===== src/rtl/assert_macros.svh =====
// Assertion macros shared by the string unescaper modules.
// Every macro samples on clk_i and is disabled while rst_ni is low.
`ifndef ASSERT_MACROS_SVH
`define ASSERT_MACROS_SVH

// Same-cycle implication: cons must hold whenever ante holds.
`define JSU_ASSERT_IMPL(lbl, ante, cons, msg) \
  lbl: assert property (@(posedge clk_i) disable iff (!rst_ni) (ante) |-> (cons)) \
    else $error(msg);

// Next-cycle implication: cons must hold in the cycle after ante.
`define JSU_ASSERT_NEXT(lbl, ante, cons, msg) \
  lbl: assert property (@(posedge clk_i) disable iff (!rst_ni) (ante) |=> (cons)) \
    else $error(msg);

`endif


===== src/rtl/jsu_pkg.sv =====
// Shared types and constants for the JSON string unescaper.
// Used by the decoder front end, the queue, the serializer and the top level.
package jsu_pkg;

  // Status codes carried by every result.
  localparam logic [1:0] ST_MORE = 2'd0;
  localparam logic [1:0] ST_DONE = 2'd1;
  localparam logic [1:0] ST_ERR  = 2'd2;

  // Largest number of bytes one input byte can produce.
  localparam int unsigned MaxBytes = 6;

  // One decoded input byte: its output bytes, their count and the status.
  typedef struct packed {
    logic [MaxBytes-1:0][7:0] bytes;
    logic [2:0]               nbytes;
    logic [1:0]               status;
  } jsu_entry_t;

endpackage


===== src/rtl/jsu_front.sv =====
// Decoder front end: parses escapes and \u sequences and encodes UTF-8.
// Produces one queue entry per accepted byte; depends on jsu_pkg.
`include "assert_macros.svh"

module jsu_front
  import jsu_pkg::*;
(
  input  logic       clk_i,
  input  logic       rst_ni,
  input  logic       push_i,
  input  logic [7:0] in_byte_i,
  input  logic       text_end_i,
  output jsu_entry_t entry_o
);

  // Decoder modes.
  localparam logic [2:0] M_NORMAL       = 3'd0;
  localparam logic [2:0] M_ESC          = 3'd1;
  localparam logic [2:0] M_HEX1         = 3'd2;
  localparam logic [2:0] M_AFTER_HIGH   = 3'd3;
  localparam logic [2:0] M_AFTER_HIGH_BS = 3'd4;
  localparam logic [2:0] M_HEX2         = 3'd5;
  localparam logic [2:0] M_DONE         = 3'd6;
  localparam logic [2:0] M_ERROR        = 3'd7;

  // Character codes.
  localparam logic [7:0] ChQuote = 8'h22;
  localparam logic [7:0] ChBslash = 8'h5C;
  localparam logic [7:0] ChSlash = 8'h2F;
  localparam logic [7:0] ChU = 8'h75;
  localparam logic [7:0] ChSpace = 8'h20;

  // Top six bits of high and low surrogates.
  localparam logic [5:0] SurHiTag = 6'b110110;
  localparam logic [5:0] SurLoTag = 6'b110111;

  typedef struct packed {
    logic [2:0][7:0] b;
    logic [1:0]      len;
  } utf8_t;

  // Hex digit value, bit 4 set when the byte is not a hex digit.
  function automatic logic [4:0] hex_value(logic [7:0] c);
    logic [4:0] v;
    v = 5'h10;
    if (c >= 8'h30 && c <= 8'h39) begin
      v = {1'b0, 4'(c - 8'h30)};
    end else if (c >= 8'h61 && c <= 8'h66) begin
      v = {1'b0, 4'(c - 8'h57)};
    end else if (c >= 8'h41 && c <= 8'h46) begin
      v = {1'b0, 4'(c - 8'h37)};
    end
    return v;
  endfunction

  // UTF-8 encoding of a 16-bit code point, one to three bytes.
  function automatic utf8_t enc16(logic [15:0] v);
    utf8_t e;
    e = '0;
    if (v < 16'h0080) begin
      e.b[0] = v[7:0];
      e.len  = 2'd1;
    end else if (v < 16'h0800) begin
      e.b[0] = {3'b110, v[10:6]};
      e.b[1] = {2'b10, v[5:0]};
      e.len  = 2'd2;
    end else begin
      e.b[0] = {4'hE, v[15:12]};
      e.b[1] = {2'b10, v[11:6]};
      e.b[2] = {2'b10, v[5:0]};
      e.len  = 2'd3;
    end
    return e;
  endfunction

  logic [2:0]  mode_q, mode_d;
  logic [15:0] acc_q, acc_d;
  logic [1:0]  cnt_q, cnt_d;
  logic [15:0] pend_q, pend_d;

  logic [4:0]  hex_d;
  logic [15:0] acc_new;
  logic [20:0] pair_cp;
  utf8_t       enc_acc;

  // Plain-byte handling.
  logic [2:0] nrm_mode;
  logic       nrm_put;
  logic       nrm_fail;
  logic [1:0] nrm_st;

  // Escape-letter handling.
  logic [2:0] esc_mode;
  logic       esc_put;
  logic       esc_fail;
  logic [7:0] esc_byte;

  logic       fail;
  jsu_entry_t ent;

  assign hex_d   = hex_value(in_byte_i);
  assign acc_new = {acc_q[11:0], hex_d[3:0]};
  assign enc_acc = enc16(acc_new);
  assign pair_cp = 21'h10000 + {1'b0, pend_q[9:0], acc_new[9:0]};

  // Classify a byte in normal mode.
  always_comb begin
    nrm_mode = M_NORMAL;
    nrm_put  = 1'b0;
    nrm_fail = 1'b0;
    nrm_st   = ST_MORE;
    if (in_byte_i == ChQuote) begin
      nrm_mode = M_DONE;
      nrm_st   = ST_DONE;
    end else if (in_byte_i == ChBslash) begin
      nrm_mode = M_ESC;
    end else if (in_byte_i < ChSpace) begin
      nrm_fail = 1'b1;
    end else begin
      nrm_put = 1'b1;
    end
  end

  // Classify an escape letter.
  always_comb begin
    esc_mode = M_NORMAL;
    esc_put  = 1'b1;
    esc_fail = 1'b0;
    esc_byte = in_byte_i;
    unique case (in_byte_i)
      ChU: begin
        esc_mode = M_HEX1;
        esc_put  = 1'b0;
      end
      ChQuote, ChBslash, ChSlash: esc_byte = in_byte_i;
      8'h62: esc_byte = 8'h08;
      8'h66: esc_byte = 8'h0C;
      8'h6E: esc_byte = 8'h0A;
      8'h72: esc_byte = 8'h0D;
      8'h74: esc_byte = 8'h09;
      default: begin
        esc_put  = 1'b0;
        esc_fail = 1'b1;
      end
    endcase
  end

  // Main decode step: next state and the output bytes of this item.
  always_comb begin
    mode_d     = mode_q;
    acc_d      = acc_q;
    cnt_d      = cnt_q;
    pend_d     = pend_q;
    ent        = '0;
    ent.status = ST_MORE;
    fail       = 1'b0;

    priority if (mode_q == M_DONE) begin
      ent.status = ST_DONE;
    end else if (mode_q == M_ERROR || text_end_i) begin
      fail = 1'b1;
    end else begin
      unique case (mode_q)
        M_NORMAL: begin
          mode_d        = nrm_mode;
          fail          = nrm_fail;
          ent.status    = nrm_st;
          ent.bytes[0]  = in_byte_i;
          ent.nbytes    = {2'b00, nrm_put};
        end
        M_ESC: begin
          mode_d       = esc_mode;
          fail         = esc_fail;
          ent.bytes[0] = esc_byte;
          ent.nbytes   = {2'b00, esc_put};
          if (esc_mode == M_HEX1) begin
            acc_d = '0;
            cnt_d = '0;
          end
        end
        M_HEX1: begin
          if (hex_d[4]) begin
            fail = 1'b1;
          end else begin
            acc_d = acc_new;
            if (cnt_q == 2'd3) begin
              cnt_d = '0;
              if (acc_new[15:10] == SurHiTag) begin
                pend_d = acc_new;
                mode_d = M_AFTER_HIGH;
              end else begin
                for (int k = 0; k < 3; k++) begin
                  ent.bytes[k] = enc_acc.b[k];
                end
                ent.nbytes = {1'b0, enc_acc.len};
                mode_d     = M_NORMAL;
              end
            end else begin
              cnt_d = cnt_q + 2'd1;
            end
          end
        end
        M_AFTER_HIGH: begin
          if (in_byte_i == ChBslash) begin
            mode_d = M_AFTER_HIGH_BS;
          end else begin
            // Release the held surrogate, then handle the byte as plain text.
            ent.bytes[0] = {4'hE, pend_q[15:12]};
            ent.bytes[1] = {2'b10, pend_q[11:6]};
            ent.bytes[2] = {2'b10, pend_q[5:0]};
            ent.bytes[3] = in_byte_i;
            ent.nbytes   = 3'd3 + {2'b00, nrm_put};
            ent.status   = nrm_st;
            mode_d       = nrm_mode;
            fail         = nrm_fail;
          end
        end
        M_AFTER_HIGH_BS: begin
          if (in_byte_i == ChU) begin
            mode_d = M_HEX2;
            acc_d  = '0;
            cnt_d  = '0;
          end else begin
            // Release the held surrogate, then treat the byte as an escape.
            ent.bytes[0] = {4'hE, pend_q[15:12]};
            ent.bytes[1] = {2'b10, pend_q[11:6]};
            ent.bytes[2] = {2'b10, pend_q[5:0]};
            ent.bytes[3] = esc_byte;
            ent.nbytes   = 3'd3 + {2'b00, esc_put};
            mode_d       = esc_mode;
            fail         = esc_fail;
          end
        end
        M_HEX2: begin
          if (hex_d[4]) begin
            fail = 1'b1;
          end else begin
            acc_d = acc_new;
            if (cnt_q == 2'd3) begin
              cnt_d  = '0;
              mode_d = M_NORMAL;
              if (acc_new[15:10] == SurLoTag) begin
                // Surrogate pair combines into one supplementary code point.
                ent.bytes[0] = {5'b11110, pair_cp[20:18]};
                ent.bytes[1] = {2'b10, pair_cp[17:12]};
                ent.bytes[2] = {2'b10, pair_cp[11:6]};
                ent.bytes[3] = {2'b10, pair_cp[5:0]};
                ent.nbytes   = 3'd4;
              end else begin
                // Unpaired: the high surrogate alone, then the second value.
                ent.bytes[0] = {4'hE, pend_q[15:12]};
                ent.bytes[1] = {2'b10, pend_q[11:6]};
                ent.bytes[2] = {2'b10, pend_q[5:0]};
                for (int k = 0; k < 3; k++) begin
                  ent.bytes[3+k] = enc_acc.b[k];
                end
                ent.nbytes = 3'd3 + {1'b0, enc_acc.len};
              end
            end else begin
              cnt_d = cnt_q + 2'd1;
            end
          end
        end
        default: fail = 1'b1;
      endcase
    end

    // An error drops every byte of this item and sticks.
    if (fail) begin
      mode_d     = M_ERROR;
      ent        = '0;
      ent.status = ST_ERR;
    end
  end

  assign entry_o = ent;

  // Decoder state advances on each accepted transfer.
  always_ff @(posedge clk_i or negedge rst_ni) begin
    if (!rst_ni) begin
      mode_q <= M_NORMAL;
      acc_q  <= '0;
      cnt_q  <= '0;
      pend_q <= '0;
    end else if (push_i) begin
      mode_q <= mode_d;
      acc_q  <= acc_d;
      cnt_q  <= cnt_d;
      pend_q <= pend_d;
    end
  end

  `JSU_ASSERT_NEXT(a_error_sticky, mode_q == M_ERROR, mode_q == M_ERROR,
                   "error mode was left")
  `JSU_ASSERT_NEXT(a_done_sticky, mode_q == M_DONE, mode_q == M_DONE,
                   "done mode was left")
  `JSU_ASSERT_IMPL(a_err_no_bytes, push_i && ent.status == ST_ERR, ent.nbytes == 3'd0,
                   "error item carries bytes")

endmodule


===== src/rtl/jsu_fifo.sv =====
// Short queue of decoded entries between the front end and the serializer.
// Depends on jsu_pkg for the entry type.
module jsu_fifo
  import jsu_pkg::*;
#(
  parameter int unsigned Depth = 4
) (
  input  logic       clk_i,
  input  logic       rst_ni,
  input  logic       push_i,
  input  jsu_entry_t push_entry_i,
  input  logic       pop_i,
  output jsu_entry_t head_o,
  output logic       full_o,
  output logic       empty_o
);

  localparam int unsigned PtrW = (Depth > 1) ? $clog2(Depth) : 1;
  localparam int unsigned CntW = $clog2(Depth + 1);

  jsu_entry_t        mem_q [Depth];
  logic [PtrW-1:0]   wr_ptr_q, rd_ptr_q;
  logic [CntW-1:0]   count_q;

  assign full_o  = (count_q == CntW'(Depth));
  assign empty_o = (count_q == '0);
  assign head_o  = mem_q[rd_ptr_q];

  // Entry storage, written at the tail.
  always_ff @(posedge clk_i) begin
    if (push_i) begin
      mem_q[wr_ptr_q] <= push_entry_i;
    end
  end

  // Pointers and fill count.
  always_ff @(posedge clk_i or negedge rst_ni) begin
    if (!rst_ni) begin
      wr_ptr_q <= '0;
      rd_ptr_q <= '0;
      count_q  <= '0;
    end else begin
      if (push_i) begin
        wr_ptr_q <= (wr_ptr_q == PtrW'(Depth - 1)) ? '0 : wr_ptr_q + PtrW'(1);
      end
      if (pop_i) begin
        rd_ptr_q <= (rd_ptr_q == PtrW'(Depth - 1)) ? '0 : rd_ptr_q + PtrW'(1);
      end
      if (push_i && !pop_i) begin
        count_q <= count_q + CntW'(1);
      end else if (pop_i && !push_i) begin
        count_q <= count_q - CntW'(1);
      end
    end
  end

endmodule


===== src/rtl/jsu_back.sv =====
// Serializer: walks the bytes of the head queue entry into the output register.
// Emits one result per cycle unless empty or stalled; depends on jsu_pkg.
`include "assert_macros.svh"

module jsu_back
  import jsu_pkg::*;
(
  input  logic       clk_i,
  input  logic       rst_ni,
  input  jsu_entry_t head_i,
  input  logic       empty_i,
  output logic       pop_o,
  output logic       out_valid_o,
  input  logic       out_ready_i,
  output logic [7:0] out_byte_o,
  output logic       byte_valid_o,
  output logic [1:0] status_o,
  output logic       last_o
);

  logic [2:0] idx_q, idx_d;
  logic       valid_q, valid_d;
  logic [7:0] byte_q;
  logic       bv_q;
  logic [1:0] status_q;
  logic       last_q;

  logic load;
  logic take;
  logic is_last;

  // Output register is free when empty or its transfer completes now.
  assign load    = !valid_q || out_ready_i;
  assign take    = load && !empty_i;
  assign is_last = (head_i.nbytes == 3'd0) || ((idx_q + 3'd1) == head_i.nbytes);
  assign pop_o   = take && is_last;

  assign valid_d = load ? !empty_i : valid_q;
  assign idx_d   = take ? (is_last ? 3'd0 : idx_q + 3'd1) : idx_q;

  // Control state.
  always_ff @(posedge clk_i or negedge rst_ni) begin
    if (!rst_ni) begin
      valid_q <= 1'b0;
      idx_q   <= '0;
    end else begin
      valid_q <= valid_d;
      idx_q   <= idx_d;
    end
  end

  // Result payload; a result without a byte carries a zero byte.
  always_ff @(posedge clk_i) begin
    if (take) begin
      byte_q   <= (head_i.nbytes != 3'd0) ? head_i.bytes[idx_q] : 8'h00;
      bv_q     <= (head_i.nbytes != 3'd0);
      status_q <= head_i.status;
      last_q   <= is_last;
    end
  end

  assign out_valid_o  = valid_q;
  assign out_byte_o   = byte_q;
  assign byte_valid_o = bv_q;
  assign status_o     = status_q;
  assign last_o       = last_q;

  `JSU_ASSERT_IMPL(a_empty_result_zero, valid_q && !bv_q, byte_q == 8'h00,
                   "result without a byte carries a nonzero byte")
  `JSU_ASSERT_IMPL(a_empty_result_last, valid_q && !bv_q, last_q,
                   "result without a byte is not the last one")
  `JSU_ASSERT_IMPL(a_status_code, valid_q,
                   status_q == ST_MORE || status_q == ST_DONE || status_q == ST_ERR,
                   "result carries an unused status code")

endmodule


===== src/rtl/json_string_unescape_utf8_core.sv =====
// Accepted bytes become queue entries; the serializer registers their results.
// Throughput: one byte per cycle while each gives one result and output is not
// stalled; a byte with several results holds the output register till all are out,
// and the entry queue (QueueDepth entries) lets input keep flowing meanwhile.
// Reset: asynchronous, clears decoder mode, queue and output valid at once.
module json_string_unescape_utf8_core
  import jsu_pkg::*;
#(
  parameter int unsigned QueueDepth = 4
) (
  input  logic       clk_i,
  input  logic       rst_ni,
  input  logic       s_axis_tvalid,
  output logic       s_axis_tready,
  input  logic [7:0] s_axis_tdata,   // [7:0] in_byte
  input  logic       s_axis_tuser,   // [0] text_end
  output logic       m_axis_tvalid,
  input  logic       m_axis_tready,
  output logic [7:0] m_axis_tdata,   // [7:0] out_byte
  output logic [2:0] m_axis_tuser,   // [0] byte_valid, [2:1] status
  output logic       m_axis_tlast
);

  logic       push;
  logic       pop;
  logic       full;
  logic       empty;
  jsu_entry_t new_entry;
  jsu_entry_t head;
  logic       byte_valid;
  logic [1:0] status;

  // An input transfer is taken whenever the queue has room.
  assign s_axis_tready = !full;
  assign push          = s_axis_tvalid && !full;

  jsu_front u_front (
    .clk_i      (clk_i),
    .rst_ni     (rst_ni),
    .push_i     (push),
    .in_byte_i  (s_axis_tdata),
    .text_end_i (s_axis_tuser),
    .entry_o    (new_entry)
  );

  jsu_fifo #(
    .Depth (QueueDepth)
  ) u_fifo (
    .clk_i        (clk_i),
    .rst_ni       (rst_ni),
    .push_i       (push),
    .push_entry_i (new_entry),
    .pop_i        (pop),
    .head_o       (head),
    .full_o       (full),
    .empty_o      (empty)
  );

  jsu_back u_back (
    .clk_i        (clk_i),
    .rst_ni       (rst_ni),
    .head_i       (head),
    .empty_i      (empty),
    .pop_o        (pop),
    .out_valid_o  (m_axis_tvalid),
    .out_ready_i  (m_axis_tready),
    .out_byte_o   (m_axis_tdata),
    .byte_valid_o (byte_valid),
    .status_o     (status),
    .last_o       (m_axis_tlast)
  );

  assign m_axis_tuser = {status, byte_valid};

endmodule


===== config.mk =====
export PLATFORM = sky130hd
export DESIGN_NAME = json_string_unescape_utf8_core
export DESIGN_NICKNAME = d
export VERILOG_FILES = /design/src/rtl/jsu_pkg.sv /design/src/rtl/jsu_front.sv /design/src/rtl/jsu_fifo.sv /design/src/rtl/jsu_back.sv /design/src/rtl/json_string_unescape_utf8_core.sv
export VERILOG_INCLUDE_DIRS = /design/src /design/src/rtl
export SDC_FILE = /design/constraint.sdc
export NUM_CORES = 1
export LEC_CHECK = 0
export ABC_AREA = 1
export BUFFER_PORTS_ARGS = -buffer_cell sky130_fd_sc_hd__buf_2
export CORE_UTILIZATION = 57
export DETAILED_ROUTE_END_ITERATION = 8
export GPL_TIMING_DRIVEN = 0
export HOLD_SLACK_MARGIN = 0.05
export PLACE_DENSITY = 0.81
export SLEW_MARGIN = 20
export SYNTH_ARGS = -nofsm -noshare
export SYNTH_HDL_FRONTEND = slang
export SYNTH_SLANG_ARGS = --single-unit
export TNS_END_PERCENT = 50

===== constraint.sdc =====
create_clock -name clk_i -period 3.2 [get_ports clk_i]
set_input_delay 0.64 -clock clk_i [delete_from_list [all_inputs] [get_ports clk_i]]
set_output_delay 0.64 -clock clk_i [all_outputs]
set_load 0.01 [all_outputs]

==> results_tabular.tex, run 1 <==
\begin{tabular}{lr}
\hline
Metric & Value \\
\hline
\multicolumn{2}{l}{\textbf{STA}} \\
Final number of hold-violating endpoints & 0 \\
Portion of the clock cycle consumed by the worst path in the final layout & 88.1\% \\
Min Clock Period, post-route & 2820 ps \\
Post-Route Hold Slack & 127 ps \\
Maximum frequency from static timing analysis & 355 MHz \\
Count of endpoints failing setup in the final report & 0 \\
RSZ-0062 raised after global routing & false \\
Crit path setup slack, layout & 380 ps \\
Max transition margin & 41.3\% \\
Sum of negative setup slack & 0 ps \\
Final Slew Violations & 0 \\
Pin slew with the least headroom to its limit & 872 ps \\
Clock Skew & roughly 13 ps \\
\multicolumn{2}{l}{\textbf{Synthesis}} \\
Flop and latch count out of synthesis & 252 \\
Number of different library cells in the post-synthesis netlist & 49 \\
Post-synthesis net count & 1206 \\
Number of synthesized flops with an enable pin & roughly 210 \\
Most frequent cell after synthesis & sky130\_fd\_sc\_hd\_\_edfxtp\_1 \\
Primary flip-flop cell chosen by synthesis mapping & sky130\_fd\_sc\_hd\_\_edfxtp\_1 \\
Most numerous cell types in the synthesized netlist & sky130\_fd\_sc\_hd\_\_edfxtp\_1, sky130\_fd\_sc\_hd\_\_nand2\_1, sky130\_fd\_sc\_hd\_\_nor2\_1 \\
Mapped Avg Cell Area & 10.1 um\^{}2 \\
Sequential fraction of the synthesis area & between 60\% and 70\% \\
Area fraction of the dominant cell type after synthesis & 52.4\% \\
Post-Syn Area & 0.0119 mm\^{}2 \\
Ys async rst share & between 10\% and 20\% \\
Largest area contributor in the netlist & sky130\_fd\_sc\_hd\_\_edfxtp\_1 \\
Count of warnings emitted by yosys & 0 \\
Number of instances in the synthesized netlist & 1178 \\
Synth area leaders & sky130\_fd\_sc\_hd\_\_edfxtp\_1, sky130\_fd\_sc\_hd\_\_dfrtp\_1, sky130\_fd\_sc\_hd\_\_nand2\_1 \\
\multicolumn{2}{l}{\textbf{Setup path}} \\
Reg2reg path depth & 16 \\
Critical path endpoint category & flip-flop \\
Buffer and inverter count on the worst path & 4 \\
Crit Path Class & flip-flop to flip-flop \\
CP Max Fanout & 10 \\
Register-to-register path setup slack & $\sim$380 ps \\
Data required, critical path & 3600 ps \\
WP depth & 16 \\
Ordered list of cells on the worst path & buf\_4 -> inv\_2 -> nand2\_1 -> nand3\_1 -> nand2\_1 -> xnor2\_1 -> inv\_1 -> nand3b\_1 -> nand2\_1 -> nand2\_1 -> ha\_1 -> inv\_1 -> fa\_1 -> a21oi\_1 -> o21ai\_0 -> xor2\_1 \\
Arrival time at the worst endpoint & 3220 ps \\
Max incr delay on CP & a little under 400 ps \\
Reg2Reg Capture Point & u\_fifo.count\_q[2] \\
Cell at the slowest stage of the critical path & sky130\_fd\_sc\_hd\_\_dfrtp\_1 \\
Worst R2R Start & u\_fifo.rd\_ptr\_q[0] \\
Kind of cell with the highest combined delay on the critical path & simple AND/OR/NAND/NOR gates \\
Kind of launch point of the worst setup path & flip-flop \\
Critical Path Most Common Cell & sky130\_fd\_sc\_hd\_\_nand2\_1 \\
\multicolumn{2}{l}{\textbf{Cells and area}} \\
Signed area change from the synthesized netlist to the final layout & 12.6\% \\
Layout cell share with drive strength beyond 1 & 12.1\% \\
Non-filler instance count after layout & 1526 \\
Diode count & 0 \\
Nets & 1265 \\
\multicolumn{2}{l}{\textbf{Global route}} \\
Global router's overall resource usage & 29.1\% \\
Initial antenna violation count & 0 \\
Global-route wire length before repair & 47800 um \\
Maximum number of pins on one net before global-route repair & 45 \\
Via count of the first global-routing pass & 8727 \\
Global route total overflow & 0 \\
\multicolumn{2}{l}{\textbf{Place}} \\
DP Wirelength & around 22000 um \\
Final estimated routing congestion in global placement & 1.01 \\
Pre-CTS setup slack & roughly 200 ps \\
Number of buffer cells added on primary ports & 24 \\
Dpl cells & about 1500 \\
\multicolumn{2}{l}{\textbf{Worst hold path}} \\
Classification of the worst-slack hold path & primary input to async pin \\
\multicolumn{2}{l}{\textbf{Die}} \\
Overall die width & 147 um \\
Die Span Y & roughly 150 um \\
Core area & roughly 0.020 mm\^{}2 \\
I/O pin count & 27 \\
Std cell rows & 52 \\
Die area & around 0.021 mm\^{}2 \\
Starting density of the core & between 50\% and 60\% \\
\multicolumn{2}{l}{\textbf{Routing}} \\
Via density per instance & 6.06 \\
Remaining antenna violation count & 0 \\
Initial drt markers & 1009 \\
TritonRoute pass-1 iters & 6 \\
Drt drc & 0 \\
Number of vias after detailed routing & 9248 \\
Routed len/inst & 20.3 um \\
Wirelength, routed & $\sim$31000 um \\
\multicolumn{2}{l}{\textbf{Pwr}} \\
Total power per unit cell area & 951 mW/mm\^{}2 \\
Leakage component of the power & 5.23 nW \\
Max IR drop VDD & 0.635 mV \\
\multicolumn{2}{l}{\textbf{CTS}} \\
Post-cts hold buffer count & 0 \\
Source-to-sink clock delay at the later pin of the worst-skew pair & roughly 520 ps \\
Clock transition at the registers of the reported paths & 60 ps \\
Setup bufs post-CTS & 0 \\
Count of instances resized after the clock tree is built & 0 \\
Root Driver & sky130\_fd\_sc\_hd\_\_clkbuf\_16 \\
Total clock sinks & about 250 \\
Clk buf depth & 3 \\
Number of buffers created by CTS & 25 \\
Number of H-tree levels & 1 \\
Clock tree from TritonCTS & yes \\
\multicolumn{2}{l}{\textbf{Status}} \\
Result of the run & finished clean \\
\multicolumn{2}{l}{\textbf{Job}} \\
Total of max-cap violations & 0 \\
\hline
\end{tabular}
## per-stage QoR
step	power (mW)	util (%)	instance area [um^2]
4_1_cts	12.7	65.9	13400
6_report	12.8	65.9	13400
3_5_place_dp	9.86	62.0	12600
3_3_place_gp	9.59	60.8	12400
5_1_grt	13.4	65.9	13400
2_1_floorplan	8.07	-	11900
## routing by layer
layer	GRT usage (%)	share of wire [%]	vias to the layer above
met3	4.09	10	92
met4	12.7	3.8	0
met5	0	0	-
met1	39.4	38	4352
met2	47.1	47	572
li1	-	-	4232
## report_power, final
part	leakage, nW	switching, mW	internal (mW)	total, mW
registers	2.51	0.273	4.51	4.78
logic	2.34	3.70	1.47	5.17
clock network	0.381	1.22	1.60	2.82
total	5.23	5.18	7.58	12.8
## state kept, by name, indices dropped and copies added, names as in the netlist
| signal | cells |
|---|---|
| u_back.out_byte_o | 8 |
| u_front.mode_q | 3 |
| u_back.last_o | 1 |
| u_back.byte_valid_o | 1 |
| u_back.status_o | 2 |
| u_front.acc_q | 12 |
| u_back.idx_q | 3 |
| u_front.pend_q | 16 |
| u_back.out_valid_o | 1 |
| u_fifo.mem_q | 196 |
| u_fifo.rd_ptr_q | 2 |
| u_front.cnt_q | 2 |
| u_fifo.wr_ptr_q | 2 |
| u_fifo.count_q | 3 |
## kinds of logic after synthesis
group                    count (synthesis)  synth area share (%)
flip-flops                             252                  61.6
buffers and inverters                  152                  5.32
AO/OA/AOI/OAI                          253                  12.2
AND/OR/NAND/NOR                        498                  18.7
adder cells (fa/ha/maj)                 15                  1.64
XOR/XNOR                                 8                 0.588
## cell type report
class / count / area, um^2
timing repair buffer: 32 / 328
multi-input combinational: 774 / 3990
fill: 1464 / 6940
clock inverter: 18 / 154
clock buffer: 28 / 637
sequential: 252 / 7350
buffer: 47 / 236
tap: 270 / 338
inverter: 105 / 398
## placed cells by master, fill, tap and decap left out, drive strengths merged, types with 2 or more instances in the layout
cell type | netlist | layout
inv | 101 | 104
o22ai | 58 | 58
edfxtp | 208 | 208
a31oi | 3 | 3
a21oi | 36 | 36
xor2 | 4 | 4
nor3 | 4 | 4
a22oi | 5 | 5
o211ai | 8 | 8
a2bb2oi | 2 | 2
o221ai | 8 | 8
xnor2 | 4 | 4
clkinvlp | 0 | 3
nand3 | 66 | 66
nor2 | 196 | 196
clkbuf | 27 | 55
or2 | 6 | 6
clkinv | 4 | 14
ha | 14 | 14
buf | 20 | 52
o31ai | 2 | 2
nand4 | 19 | 19
o21ai | 128 | 128
dfrtp | 44 | 44
bufinv | 0 | 2
nand2 | 204 | 204
## worst reg2reg max path, delay by kind of cell (launching register included)
family | cells | cell delay [ps]
AND/OR/NAND/NOR | 6 | 690
buffers and inverters | 4 | 460
XOR/XNOR | 2 | 320
adder cells (fa/ha/maj) | 2 | 590
AO/OA/AOI/OAI | 2 | 250
flip-flops | 1 | 390
## worst max path at each step
stage                                      to                from  slack, ps
after floorplan            u_fifo.mem_q[0][0]       s_axis_tvalid       -310
after global placement    u_fifo.mem_q[3][46]       s_axis_tvalid      -2060
after detailed placement  u_fifo.mem_q[0][25]     s_axis_tdata[0]        200
after CTS                   u_fifo.count_q[2]  u_fifo.rd_ptr_q[0]        370
after global routing        u_fifo.count_q[2]  u_fifo.rd_ptr_q[0]        110
final                       u_fifo.count_q[2]  u_fifo.rd_ptr_q[0]        380
Note: power is estimated with default switching activity, not from simulation.
==> run 2: changes to the inputs <==
--- a/config.mk
+++ b/config.mk
@@ -8,11 +8,13 @@
 export LEC_CHECK = 0
 export ABC_AREA = 1
 export BUFFER_PORTS_ARGS = -buffer_cell sky130_fd_sc_hd__buf_2
-export CORE_UTILIZATION = 57
+export CORE_UTILIZATION = 59
+export CTS_BUF_LIST = sky130_fd_sc_hd__clkbuf_8
 export DETAILED_ROUTE_END_ITERATION = 8
 export GPL_TIMING_DRIVEN = 0
 export HOLD_SLACK_MARGIN = 0.05
-export PLACE_DENSITY = 0.81
+export PLACE_DENSITY = 0.84
+export RECOVER_POWER = 50
 export SLEW_MARGIN = 20
 export SYNTH_ARGS = -nofsm -noshare
 export SYNTH_HDL_FRONTEND = slang
==> results_tabular.tex, run 2 (synthesis gave the netlist of run 1 again) <==
\begin{tabular}{lr}
\hline
Metric & Value \\
\hline
\multicolumn{2}{l}{\textbf{Cells and area}} \\
Fill cell total of the finished layout & 1491 (+1.8\%) \\
Leading registers by flop count & u\_fifo.mem\_q: 196 flops, u\_front.pend\_q: 16 flops, u\_front.acc\_q: 12 flops \\
Number of flip-flops under the largest register name & 196 (unchanged) \\
Most used cells in the layout excluding fill and tap cells & sky130\_fd\_sc\_hd\_\_edfxtp\_1, sky130\_fd\_sc\_hd\_\_nand2\_1, sky130\_fd\_sc\_hd\_\_nor2\_1, sky130\_fd\_sc\_hd\_\_o21ai\_0, sky130\_fd\_sc\_hd\_\_inv\_1 \\
Most common cell after layout, fill and taps aside & sky130\_fd\_sc\_hd\_\_edfxtp\_1 \\
Diode count & 0 (unchanged) \\
Layout cell share with drive strength beyond 1 & 10.9\% (-1.2 points) \\
Non-filler instance count after layout & 1549 (+1.5\%) \\
Nets & 1280 (+1.2\%) \\
Final standard cell utilization of the core & 67.8\% (+1.9 points) \\
Register with the most flip-flops & u\_fifo.mem\_q \\
Signed area change from the synthesized netlist to the final layout & 11.8\% \\
\multicolumn{2}{l}{\textbf{CTS}} \\
Number of buffers created by CTS & 40 (+60\%) \\
Post-cts hold buffer count & 0 (unchanged) \\
Clock transition at the registers of the reported paths & 60 ps (about the same) \\
Source-to-sink clock delay at the later pin of the worst-skew pair & 560 ps (+40 ps) \\
Clock tree from TritonCTS & yes \\
Root Driver & sky130\_fd\_sc\_hd\_\_clkbuf\_8 \\
Setup bufs post-CTS & 0 (unchanged) \\
Total clock sinks & 252 (unchanged) \\
Clk buf depth & 3 (unchanged) \\
Count of instances resized after the clock tree is built & 0 (unchanged) \\
Number of H-tree levels & 2 (+1) \\
\multicolumn{2}{l}{\textbf{Setup path}} \\
Ordered list of cells on the worst path & inv\_1 -> nand3\_1 -> and2\_0 -> clkbuf\_1 -> inv\_1 -> nor2\_4 -> buf\_16 -> buf\_16 \\
Register-to-register path setup slack & 200 ps (-180 ps) \\
Data required, critical path & 3440 ps (-160 ps) \\
Cell at the slowest stage of the critical path & sky130\_fd\_sc\_hd\_\_nor2\_4 \\
Kind of cell with the highest combined delay on the critical path & buffers and inverters \\
Critical path launch point & u\_fifo.count\_q[0] \\
Kind of launch point of the worst setup path & flip-flop \\
Buffer and inverter count on the worst path & 5 (+1) \\
Max incr delay on CP & 620 ps (+230 ps) \\
Arrival time at the worst endpoint & 3240 ps (+20 ps) \\
Critical path endpoint category & flip-flop \\
Crit Path Class & flip-flop to flip-flop \\
CP Max Fanout & 18 (+8) \\
Worst R2R Start & u\_fifo.count\_q[0] \\
\multicolumn{2}{l}{\textbf{Place}} \\
DP Wirelength & 22300 um (+2.5\%) \\
Pre-CTS setup slack & 174 ps (-31.0 ps) \\
Final estimated routing congestion in global placement & 0.989 (-1.8\%) \\
Number of buffer cells added on primary ports & 24 (unchanged) \\
Dpl cells & 1475 (-0.34\%) \\
\multicolumn{2}{l}{\textbf{Die}} \\
Starting density of the core & 60.7\% (+2.1 points) \\
Core area & 0.0197 mm\^{}2 (-3.5\%) \\
Die area & 0.0208 mm\^{}2 (-3.3\%) \\
Std cell rows & 51 (-1.9\%) \\
Overall die width & 144 um (-1.7\%) \\
Die Span Y & 144 um (-1.7\%) \\
I/O pin count & 27 (unchanged) \\
\multicolumn{2}{l}{\textbf{Status}} \\
Violated checks & capacitance limit, slew limit \\
Result of the run & finished with violations \\
\multicolumn{2}{l}{\textbf{STA}} \\
Sum of negative setup slack & 0 ps (unchanged) \\
Final Slew Violations & 45 (+45) \\
Max transition margin & -79.4\% (-120 points) \\
Portion of the clock cycle consumed by the worst path in the final layout & 93.6\% (+5.5 points) \\
Pin slew with the least headroom to its limit & 2690 ps (+1820 ps) \\
Clock Skew & 28.7 ps (+16.0 ps) \\
Final number of hold-violating endpoints & 0 (unchanged) \\
Count of endpoints failing setup in the final report & 0 (unchanged) \\
Maximum frequency from static timing analysis & 334 MHz (-5.8\%) \\
Crit path setup slack, layout & 205 ps (-175 ps) \\
RSZ-0062 raised after global routing & false \\
Min Clock Period, post-route & 3000 ps (+175 ps) \\
\multicolumn{2}{l}{\textbf{Pwr}} \\
Max IR drop VDD & 0.462 mV (-27\%) \\
Total power per unit cell area & 953 mW/mm\^{}2 (+0.17\%) \\
Leakage component of the power & 5.25 nW (+0.29\%) \\
\multicolumn{2}{l}{\textbf{Routing}} \\
Remaining antenna violation count & 0 (unchanged) \\
Via density per instance & 6.16 (+1.6\%) \\
Drt drc & 0 (unchanged) \\
Routed len/inst & 21.1 um (+3.7\%) \\
Number of vias after detailed routing & 9541 (+3.2\%) \\
TritonRoute pass-1 iters & 6 (unchanged) \\
Wirelength, routed & 32600 um (+5.3\%) \\
Initial drt markers & 1374 (+36\%) \\
\multicolumn{2}{l}{\textbf{Global route}} \\
Global router's overall resource usage & 32.6\% (+3.5 points) \\
Maximum number of pins on one net before global-route repair & 45 (unchanged) \\
Initial antenna violation count & 0 (unchanged) \\
Global route total overflow & 0 (unchanged) \\
Via count of the first global-routing pass & 9079 (+4.0\%) \\
Global-route wire length before repair & 49700 um (+4.0\%) \\
\multicolumn{2}{l}{\textbf{Worst hold path}} \\
Hold Path Origin & m\_axis\_tready \\
Classification of the worst-slack hold path & primary input to flip-flop \\
\multicolumn{2}{l}{\textbf{Job}} \\
Total of max-cap violations & 1 (+1) \\
\hline
\end{tabular}
## run 2: power breakdown
group / internal (mW) / switching (mW)
Clock: 1.46 / 1.29
Combinational: 1.42 / 3.74
Sequential: 4.51 / 0.285
## run 2: metal layers
| metal | track usage (%) | up-vias | wire, um |
|---|---|---|---|
| met2 | 53.0 | 661 | 15500 |
| met4 | 14.8 | 0 | 1220 |
| met3 | 6.52 | 114 | 3470 |
| li1 | - | 4268 | - |
| met1 | 42.6 | 4498 | 12400 |
| met5 | 0 | - | 0 |
## run 2: worst paths after layout
check	endpoint	cells after the start
max	u_fifo.mem_q[0][1]	8
max in group asynchronous	u_back.out_valid_o	1
max reg2reg	u_fifo.mem_q[0][1]	8
min in group asynchronous	u_front.mode_q[1]	1
min	u_back.out_valid_o	2
min reg2reg	u_front.pend_q[11]	2
## run 2: worst reg2reg max path, stage by stage, from the launching register on
cell and delay [ps]:
sky130_fd_sc_hd__dfrtp_1 410, sky130_fd_sc_hd__inv_1 100, sky130_fd_sc_hd__nand3_1 120, sky130_fd_sc_hd__and2_0 160, sky130_fd_sc_hd__clkbuf_1 450, sky130_fd_sc_hd__inv_1 380
sky130_fd_sc_hd__nor2_4 620, sky130_fd_sc_hd__buf_16 260, sky130_fd_sc_hd__buf_16 190
## run 2: final cells by class
type | instances | area (um^2) | share of cell area, %
clock buffers | 48 | 661 | 4.96
multi-input cells | 774 | 3950 | 29.6
inverters | 105 | 395 | 2.97
repair buffers | 32 | 275 | 2.07
plain buffers | 47 | 225 | 1.69
clock inverters | 26 | 145 | 1.09
well taps | 265 | 332 | 2.49
flip-flops and latches | 252 | 7350 | 55.1
## run 2: through the flow
stage | power [mW] | area [um^2] | hold slack (ps)
floorplan | 8.07 | 11900 | 344
detailed placement | 9.88 | 12600 | 460
finish | 12.7 | 13300 | 283
global placement | 9.59 | 12400 | 449
CTS | 12.6 | 13400 | 264
global route | 13.4 | 13300 | 304
